### config.mk
export PLATFORM = sky130hd
export DESIGN_NAME = tof_frame_parser_flat
export DESIGN_NICKNAME = d
export VERILOG_FILES = /design/src/hdl/tfp_pkg.sv /design/src/hdl/tfp_if.sv /design/src/hdl/tfp_frame_line.sv /design/src/hdl/tof_frame_parser.sv /design/src/flat_wrapper.sv
export SDC_FILE = /design/constraint.sdc
export NUM_CORES = 1
export LEC_CHECK = 0
export BUFFER_PORTS_ARGS = -buffer_cell sky130_fd_sc_hd__buf_2
export CORE_MARGIN = 5
export CORE_UTILIZATION = 45
export CTS_BUF_LIST = sky130_fd_sc_hd__clkbuf_8 sky130_fd_sc_hd__clkbuf_16
export DETAILED_ROUTE_END_ITERATION = 10
export PLACE_DENSITY = 0.72
export SLEW_MARGIN = 15
export SYNTH_ARGS = -nofsm -noshare
export SYNTH_HDL_FRONTEND = slang
export SYNTH_SLANG_ARGS = --single-unit
### constraint.sdc
create_clock -name clock -period 6.9 [get_ports clock]
set_input_delay 0 -clock clock [delete_from_list [all_inputs] [get_ports clock]]
set_output_delay 0 -clock clock [all_outputs]
set_load 0.005 [all_outputs]
### src/hdl/tfp_pkg.sv
package tfp_pkg;

   localparam int FRAME_BYTES_DEF = 16;
   localparam int NODE_ID_POS     = 3;

   localparam logic [7:0] HEADER_RESET   = 8'h57;
   localparam logic [3:0] DIST_OFF_RESET = 4'd8;
   localparam logic [3:0] STR_OFF_RESET  = 4'd12;

   localparam int CSR_IDX_W  = 2;
   localparam int CSR_DATA_W = 8;

   typedef enum logic [CSR_IDX_W-1:0] {
      CSR_HEADER   = 2'd0,
      CSR_DIST_OFF = 2'd1,
      CSR_STR_OFF  = 2'd2
   } csr_index_type;

   typedef struct packed {
      logic [7:0]         node_id;
      logic signed [23:0] distance_mm;
      logic [15:0]        signal_strength;
   } tfp_result_type;

endpackage

### src/hdl/tfp_if.sv
interface tfp_req_if;
   logic       valid;
   logic       ready;
   logic [7:0] rx_byte;

   modport source (output valid, output rx_byte, input ready);
   modport sink   (input valid, input rx_byte, output ready);
endinterface

interface tfp_rsp_if;
   logic               valid;
   logic               ready;
   logic [7:0]         node_id;
   logic signed [23:0] distance_mm;
   logic [15:0]        signal_strength;

   modport source (output valid, output node_id, output distance_mm,
                   output signal_strength, input ready);
   modport sink   (input valid, input node_id, input distance_mm,
                   input signal_strength, output ready);
endinterface

### src/hdl/tfp_frame_line.sv
module tfp_frame_line
   import tfp_pkg::*;
#(
   parameter int FRAME_BYTES = FRAME_BYTES_DEF
) (
   input  logic           clock,
   input  logic           shift_en,
   input  logic [7:0]     rx_byte,
   input  logic [3:0]     dist_off,
   input  logic [3:0]     str_off,
   output tfp_result_type fields
);

   localparam int IDX_W = $clog2(FRAME_BYTES);
   localparam int POS_W = ((IDX_W > 4) ? IDX_W : 4) + 1;

   typedef logic [7:0] line_type [FRAME_BYTES];

   line_type line_ff;
   line_type line_in;

   logic [POS_W-1:0] dist_pos;
   logic [POS_W-1:0] str_pos;

   function automatic logic [7:0] pick(input line_type ln, input logic [POS_W-1:0] pos);
      logic [7:0] val;
      val = 8'd0;
      if (pos < POS_W'(FRAME_BYTES)) begin
         val = ln[pos[IDX_W-1:0]];
      end
      return val;
   endfunction

   // frame bytes shift toward index 0, so after the last word byte p sits at p
   always_comb begin
      for (int i = 0; i < FRAME_BYTES - 1; i++) begin
         line_in[i] = line_ff[i+1];
      end
      line_in[FRAME_BYTES-1] = rx_byte;
   end

   always_ff @(posedge clock) begin
      if (shift_en) begin
         line_ff <= line_in;
      end
   end

   assign dist_pos = POS_W'(dist_off);
   assign str_pos  = POS_W'(str_off);

   always_comb begin
      fields.node_id         = line_in[NODE_ID_POS];
      fields.distance_mm     = {pick(line_in, dist_pos + POS_W'(2)),
                                pick(line_in, dist_pos + POS_W'(1)),
                                pick(line_in, dist_pos)};
      fields.signal_strength = {pick(line_in, str_pos + POS_W'(1)),
                                pick(line_in, str_pos)};
   end

endmodule

### src/hdl/tof_frame_parser.sv
// channel | dir | payload                                    | handshake
// req     | in  | rx_byte                                    | valid/ready
// rsp     | out | node_id, distance_mm, signal_strength      | valid/ready
// csr     | in  | csr_index, csr_wdata                       | csr_we, no wait
//
// one word is taken every cycle while no result is held on rsp; each word passes an input
// register and is worked on from there against the frame shift line
// a result word passes the input register and then the output register after the checksum word is taken
// reset is synchronous: it restores the register defaults and returns to the header hunt
// a result held on rsp stalls the input register, which then drops req.ready
module tof_frame_parser
   import tfp_pkg::*;
#(
   parameter int FRAME_BYTES = FRAME_BYTES_DEF
) (
   input  logic                  clock,
   input  logic                  reset,
   tfp_req_if.sink               req,
   tfp_rsp_if.source             rsp,
   input  logic                  csr_we,
   input  logic [CSR_IDX_W-1:0]  csr_index,
   input  logic [CSR_DATA_W-1:0] csr_wdata
);

   localparam int CNT_W = $clog2(FRAME_BYTES);
   localparam logic [CNT_W-1:0] LAST_POS = CNT_W'(FRAME_BYTES - 1);

   typedef enum logic [1:0] {
      PH_HUNT    = 2'd0,
      PH_MARK    = 2'd1,
      PH_PAYLOAD = 2'd2
   } phase_type;

   phase_type      phase_ff, phase_in;
   logic [CNT_W-1:0] count_ff, count_in;
   logic [7:0]     sum_ff, sum_in;
   logic [7:0]     header_ff;
   logic [3:0]     dist_off_ff;
   logic [3:0]     str_off_ff;
   logic           in_vld_ff, in_vld_in;
   logic [7:0]     in_byte_ff;
   logic           out_vld_ff, out_vld_in;
   tfp_result_type out_ff;
   tfp_result_type fields;

   logic advance;
   logic shift_en;
   logic emit;

   assign advance   = in_vld_ff && (!out_vld_ff || rsp.ready);
   assign req.ready = !in_vld_ff || advance;

   always_comb begin
      phase_in = phase_ff;
      count_in = count_ff;
      sum_in   = sum_ff;
      shift_en = 1'b0;
      emit     = 1'b0;
      if (advance) begin
         unique case (phase_ff)
            PH_MARK: begin
               shift_en = 1'b1;
               count_in = count_ff + CNT_W'(1);
               sum_in   = sum_ff + in_byte_ff;
               phase_in = PH_PAYLOAD;
            end
            PH_PAYLOAD: begin
               shift_en = 1'b1;
               if (count_ff != LAST_POS) begin
                  count_in = count_ff + CNT_W'(1);
                  sum_in   = sum_ff + in_byte_ff;
               end else begin
                  phase_in = PH_HUNT;
                  emit     = (in_byte_ff == sum_ff);
               end
            end
            default: begin
               phase_in = PH_HUNT;
               if (in_byte_ff == header_ff) begin
                  shift_en = 1'b1;
                  count_in = CNT_W'(1);
                  sum_in   = in_byte_ff;
                  phase_in = PH_MARK;
               end
            end
         endcase
      end
   end

   assign in_vld_in  = (req.valid && req.ready) || (in_vld_ff && !advance);
   assign out_vld_in = (advance && emit) || (out_vld_ff && !rsp.ready);

   tfp_frame_line #(
      .FRAME_BYTES(FRAME_BYTES)
   ) u_line (
      .clock    (clock),
      .shift_en (shift_en),
      .rx_byte  (in_byte_ff),
      .dist_off (dist_off_ff),
      .str_off  (str_off_ff),
      .fields   (fields)
   );

   always_ff @(posedge clock) begin
      if (reset) begin
         phase_ff    <= PH_HUNT;
         count_ff    <= '0;
         sum_ff      <= '0;
         header_ff   <= HEADER_RESET;
         dist_off_ff <= DIST_OFF_RESET;
         str_off_ff  <= STR_OFF_RESET;
         in_vld_ff   <= 1'b0;
         out_vld_ff  <= 1'b0;
      end else begin
         phase_ff   <= phase_in;
         count_ff   <= count_in;
         sum_ff     <= sum_in;
         in_vld_ff  <= in_vld_in;
         out_vld_ff <= out_vld_in;
         if (csr_we) begin
            unique case (csr_index)
               CSR_HEADER:   header_ff   <= csr_wdata;
               CSR_DIST_OFF: dist_off_ff <= csr_wdata[3:0];
               CSR_STR_OFF:  str_off_ff  <= csr_wdata[3:0];
               default: ;
            endcase
         end
      end
   end

   // payload registers
   always_ff @(posedge clock) begin
      if (req.valid && req.ready) begin
         in_byte_ff <= req.rx_byte;
      end
      if (advance && emit) begin
         out_ff <= fields;
      end
   end

   assign rsp.valid           = out_vld_ff;
   assign rsp.node_id         = out_ff.node_id;
   assign rsp.distance_mm     = out_ff.distance_mm;
   assign rsp.signal_strength = out_ff.signal_strength;

endmodule

### src/flat_wrapper.sv
// flat-port wrapper written by rule: the top's interface ports become plain ports
module tof_frame_parser_flat import tfp_pkg::*;
#(
   parameter int FRAME_BYTES = FRAME_BYTES_DEF
)
  (clock, reset, csr_we, csr_index, csr_wdata, req_valid, req_rx_byte, req_ready, rsp_valid, rsp_node_id, rsp_distance_mm, rsp_signal_strength, rsp_ready);
  tfp_req_if req_i ();
  tfp_rsp_if rsp_i ();
  input  logic clock;
  input  logic reset;
  input  logic csr_we;
  input  logic [CSR_IDX_W-1:0] csr_index;
  input  logic [CSR_DATA_W-1:0] csr_wdata;
  input wire logic [$bits(req_i.valid)-1:0] req_valid;
  input wire logic [$bits(req_i.rx_byte)-1:0] req_rx_byte;
  output wire logic [$bits(req_i.ready)-1:0] req_ready;
  output wire logic [$bits(rsp_i.valid)-1:0] rsp_valid;
  output wire logic [$bits(rsp_i.node_id)-1:0] rsp_node_id;
  output wire logic [$bits(rsp_i.distance_mm)-1:0] rsp_distance_mm;
  output wire logic [$bits(rsp_i.signal_strength)-1:0] rsp_signal_strength;
  input wire logic [$bits(rsp_i.ready)-1:0] rsp_ready;
  assign req_i.valid = req_valid;
  assign req_i.rx_byte = req_rx_byte;
  assign req_ready = req_i.ready;
  assign rsp_valid = rsp_i.valid;
  assign rsp_node_id = rsp_i.node_id;
  assign rsp_distance_mm = rsp_i.distance_mm;
  assign rsp_signal_strength = rsp_i.signal_strength;
  assign rsp_i.ready = rsp_ready;
  tof_frame_parser #(.FRAME_BYTES(FRAME_BYTES)) u_core (.clock(clock), .reset(reset), .req(req_i), .rsp(rsp_i), .csr_we(csr_we), .csr_index(csr_index), .csr_wdata(csr_wdata));
endmodule
* After elaboration in Yosys (flattened, before gate mapping)
Cells that the tools add are included.
** Storage, ports and cells
- Output and inout port bits :: 50
- Bits of input ports :: 23
- Register bits after elaboration :: 208
- Word-level logic and storage cells :: 110
** Cells by class
- Bitwise gates (word level) :: 5
- Eq/ne operators :: 9
- Add/subtract/negate cells :: 5
- Muxes and demuxes :: 30
- Reduce and logical (&&, ||, !) cells :: 21
- $lt $le $gt $ge :: 10
** Operator list (number)
- $bmux 8 s4 :: 5
- $mux 8 :: 12
- $ge 5x5->1 const B :: 5
- $not 4->5 :: 5
- $eq 8x8->1 :: 2
- $pmux 8 s2 :: 1
- $lt 5x5->1 const B :: 3
- $add 4x1->5 const B :: 2
- $lt 4x5->1 const B :: 2
- $add 8x8->8 :: 1
- $mux 4 :: 2
- $pmux 4 s2 :: 1
- $reduce_and 2->1 :: 4
- $mux 1 :: 7
- $add 4x2->5 const B :: 1
- $logic_and 1x1->1 :: 5
- $add 4x1->4 const B :: 1
- $eq 2x1->1 const B :: 2
- $eq 2x2->1 const B :: 2
- $logic_not 1->1 :: 4
- $logic_or 1x1->1 :: 4
- $ne 4x4->1 const B :: 1
- $pmux 2 s2 :: 1
- $reduce_and 3->1 :: 1
- 6 further kinds :: 6

* Longest topological paths before layout
- Depth in word-level cells :: 6
- Gate-level depth with buffers :: 8
- Depth with buffers taken out :: 7

* Modules after synthesis
Synthesis repeated with hierarchy kept, for this count alone.
** Second synthesis, totals
- Cell total of the unflattened synthesis :: 854
- Area, all modules :: 12614.6 um2
** By module, submodules not included
- tfp_frame_line :: times used 1, cells an instance 592, area each 9072.5 um2, seq. area each 3603.5 um2
- tof_frame_parser :: times used 1, cells an instance 262, area each 3542.1 um2, seq. area each 2322.2 um2

* Least setup slack after synthesis
OpenSTA, ideal clock, no wires.
- Kind :: reg2reg
- Start point :: reg u_core.in_byte_ff[1]
- End point :: reg u_core.u_line.line_ff, in the netlist u_core.u_line.fields[40], enable pin
- Stages on the path, launching flop included :: 5
- Library setup time :: 600 ps
- Arrival :: 6083 ps
- Path slack :: 216 ps
- Required time :: 6300 ps
- Clock period less this slack :: 6684 ps
- Path through :: edfxtp_1 > xnor2_1 > nand4_1 > o21a_1 > nor2_1
** Between the ends
- Word-level cells in the longest chain between the ends :: 4
** Ends and longest elaborated chain
- start: declaration :: line tof_frame_parser.sv:41 : logic [7:0] in_byte_ff;
- start signal: assignment :: line tof_frame_parser.sv:134 : in_byte_ff <= req.rx_byte;
- $eq 8x8->1 :: line tof_frame_parser.sv:79 : if (in_byte_ff == header_ff) begin
- $mux 1 :: line tof_frame_parser.sv:79
- $mux 1 :: line tof_frame_parser.sv:60 : unique case (phase_ff)
- $mux 1 :: line tof_frame_parser.sv:59 : if (advance) begin
- net u_core.shift_en :: line tof_frame_parser.sv:47 : logic shift_en;
- end signal: assignment :: line tfp_frame_line.sv:44 : line_ff <= line_in;
- end: declaration :: line tfp_frame_line.sv:19 : line_type line_ff;
The timed path passes the listed nets, and every way through them passes these cells.
A chain may end at the register's enable or synchronous reset.

* Worst setup path in the final report
- Start point :: reg u_core.dist_off_ff[0]
- End point :: reg u_core.out_ff, in the netlist u_core.rsp.distance_mm[14] (data pin)
** Between the ends
- Word-level cells in the longest chain between the ends :: 5
- Elaborated cells between the ends (all ways) :: 6
** Ends and longest elaborated chain
- start: declaration :: line tof_frame_parser.sv:38 : logic [3:0] dist_off_ff;
- start signal: assignment :: line tof_frame_parser.sv:123 : CSR_DIST_OFF: dist_off_ff <= csr_wdata[3:0];
- $add 4x1->5 (*) :: line tfp_frame_line.sv:54 : pick(line_in, dist_pos + POS_W'(1)),
- $not 4->5 (implied by the code) :: line tfp_frame_line.sv:29 : val = ln[pos[IDX_W-1:0]];
- $bmux 8 s4 :: line tfp_frame_line.sv:29
- $mux 8 (implied by the code) (2 in series) :: line tfp_frame_line.sv:29
- end signal: assignment :: line tof_frame_parser.sv:137 : out_ff <= fields;
- end: declaration :: line tof_frame_parser.sv:43 : tfp_result_type out_ff;
Mark *: on every way between the ends. The rest lies on a longest branch, timed or not. The select of a mux whose other input is x is not followed.

==> results.toml <==
[sta]
post-route-period-util_pct = 44.8
layout_min_cycle_time_ps = 3090
tns_ps = 0
finalSetupViolCount = 0
rsz0062_at_grt = "false"
hold_ws_ps = 29.3
maxSlewHeadroom_pct = 33.1
finalHoldViolCount = 0
fmax_mhz = 324
tightest_slew_ps = 1000
slew_violations = 0
finalClockSkew_ps = 29.1

[flow_run]
cap_viol_max_count = 0

[synth]
seq_area_frac_synth_pct = 47.6
synth_commonest_cells = "edfxtp_1, mux4_2, a211oi_1"
synth.distinct_cells = 52
async_flop_share_pct = 0
postSynthRegisterBits = 208
synth_nets = 753
yosysTopAreaCell = "edfxtp_1"
synth-edff-count = 176
synth_most_common_cell = "edfxtp_1"
yosys-top-cells-area = "edfxtp_1, mux4_2, mux4_1, dfxtp_1, mux2i_1"
syn_inst = 716
ys.flop_type = "edfxtp_1"
syn_area_per_cell_um2 = 17.4
yosysTopAreaCellShare_pct = 42.5
synth_area_um2 = 12400
synth_warnings = 0

[worst_setup_path]
path_buf_inv = 1
cp.arrival_ps = 3320
start_kind = "flip-flop"
cp_data_required_time_ps = 7130
path_class = "flip-flop to flip-flop"
path_max_fanout = 33
endpoint_kind = "flip-flop"
worstPathCellList = "ha_1 > buf_4 > mux4_2 > nor2b_1 > a211oi_1 > a211oi_1"
cp_slowest_cell = "ha_1"
crit_top_cell = "a211oi_1"
cp_slowest_stage_delay_ps = 760
path_delay_family = "adder cells"

[placed_design]
numPortBuffers = 72
place_congestion = 0.827
hpwl_mm = 18.1

[clock_network]
root_buffer = "clkbuf_16"
cts_buffers = 24
clock_latency_ps = 530
htreeDepth = 1
cts_sinks = 208
cts_resized = 0
clkTransAtPathRegs_ps = 70
cts_tree = "done"
max-clock-path-buffers = 3

[cells_and_area]
fillCellCount = 2166
synthToLayoutAreaGrowth_pct = 13.6
seqCellArea_um2 = 5940
drive_above_1_share_pct = 35.0
antennaDiodeCount = 0
finalNetCount = 835
multi_input_area_um2 = 6080

[global_route]
antenna_found_initial = 0
grt_pass1_wl_mm = 46.1
grt_pass1_vias = 7637
overflow = 0
grt_start_max_net_pins = 76
grt_usage_pct = 18.9

[drt]
routed_wl_mm = 29.4
dr.first_iter.drc_count = 873
wl_per_cell_um = 24.7
drtPass1Iterations = 5
drc_errors = 0
drtAntennaViolNets = 0
via_per_inst = 6.57
vias = 7804

[power_and_ir_drop]
peakVddDrop_v = 0.000209
cellPowerDensity_nw_per_um2 = 215
power.leakage_nw = 4.57

[die]
die_w_um = 176
core_um2 = 27100
initial_core_util_pct = 45.9
num_rows = 60
die_area_um2 = 31100
ios = 73
die_y_um = 176

[run_status]
outcome = "complete, no violations"

[hold_path]
hold_class = "input pin to flip-flop"
## logic make-up (layout without fill, tap and decap cells)
logic type,count (synthesis),in the layout,synth area share [%]
AOI/OAI and AO/OA,91,91,5.22
adders and majority gates,14,14,1.47
and+or+nand+nor,99,99,4.15
muxes,221,221,36.5
DFF,208,208,47.6
buffers and inverters,65,165,3.60
xor gates and xnor gates,18,18,1.39
## metrics by stage
| step | power, mW | utilization [%] | std cells | cell area, µm² | setup slack [ps] |
|---|---|---|---|---|---|
| after floorplan | 1.58 | - | 716 | 12400 | 216 |
| after global placement | 1.63 | 48.0 | 1121 | 13000 | 3790 |
| after detailed placement | 1.63 | 48.0 | 1121 | 13000 | 3750 |
| after CTS | 3.07 | 52.2 | 1188 | 14100 | 3770 |
| after global routing | 3.14 | 52.2 | 1188 | 14100 | 3640 |
| final | 3.04 | 52.2 | 1188 | 14100 | 3810 |
## final timing paths
kind	slack, ps	endpoint	from	depth (start not counted)
max	3810	u_core.rsp.distance_mm[14]	u_core.dist_off_ff[0]	6
min	30	u_core.str_off_ff[2]	csr_we	4
max reg2reg	3810	u_core.rsp.distance_mm[14]	u_core.dist_off_ff[0]	6
min reg2reg	500	u_core.header_ff[1]	u_core.header_ff[1]	2
## per-layer routing
layer,part of all wire (%),track usage (%),up-vias
li1,-,-,3296
met1,41,27.9,4069
met2,48,29.8,396
met3,8.8,3.30,43
met4,2.2,4.52,0
met5,0,0,-
## placed cells by master, fill, tap and decap left out, drive strengths merged, types with 11 or more instances in the layout
cell and count:
edfxtp 176, mux4 176, buf 92, a211oi 52
mux2i 44, dfxtp 32, clkbuf 26, nor2b 25
nand2 24, dlygate4sd3 23, nor2 18, a21oi 16
ha 13, xnor2 11
## layout make-up
| type | count | share of cell area [%] |
|---|---|---|
| multi-input combinational | 443 | 43.0 |
| sequential | 208 | 42.0 |
| clock inverter | 18 | 1.74 |
| inverter | 6 | 0.159 |
| clock buffer | 26 | 4.52 |
| tap | 372 | 3.29 |
| timing repair buffer | 115 | 5.24 |
## repair_timing
item,4_1_cts,5_1_grt
hold buffers,23,0
setup buffers,0,0
hold endpoints to repair,32,0
## registers in the layout, indices dropped and copies added (netlist names)
| register | flops |
|---|---|
| u_core.in_vld_ff | 1 |
| u_core.in_byte_ff | 8 |
| u_core.rsp.valid | 1 |
| u_core.rsp.signal_strength | 16 |
| u_core.str_off_ff | 4 |
| u_core.u_line.fields | 8 |
| u_core.header_ff | 8 |
| u_core.phase_ff | 2 |
| u_core.sum_ff | 8 |
| u_core.rsp.node_id | 8 |
| u_core.count_ff | 4 |
| u_core.dist_off_ff | 4 |
| u_core.rsp.distance_mm | 24 |
| u_core.u_line.line_ff | 112 |
## report_power, final
| group | internal, mW | switching, mW |
|---|---|---|
| registers | 1.36 | 0.0246 |
| clock network | 0.893 | 0.528 |
| logic | 0.124 | 0.106 |
| total | 2.38 | 0.659 |
## worst register-to-register path: cells and delay by family (launching register included)
kind | cells | cell delay [ps]
buf+inv | 1 | 400
fa+ha+maj | 1 | 770
compound gates | 2 | 290
flops | 1 | 680
mux | 1 | 530
simple gates | 1 | 140
Power figures use the tool's default switching activity.
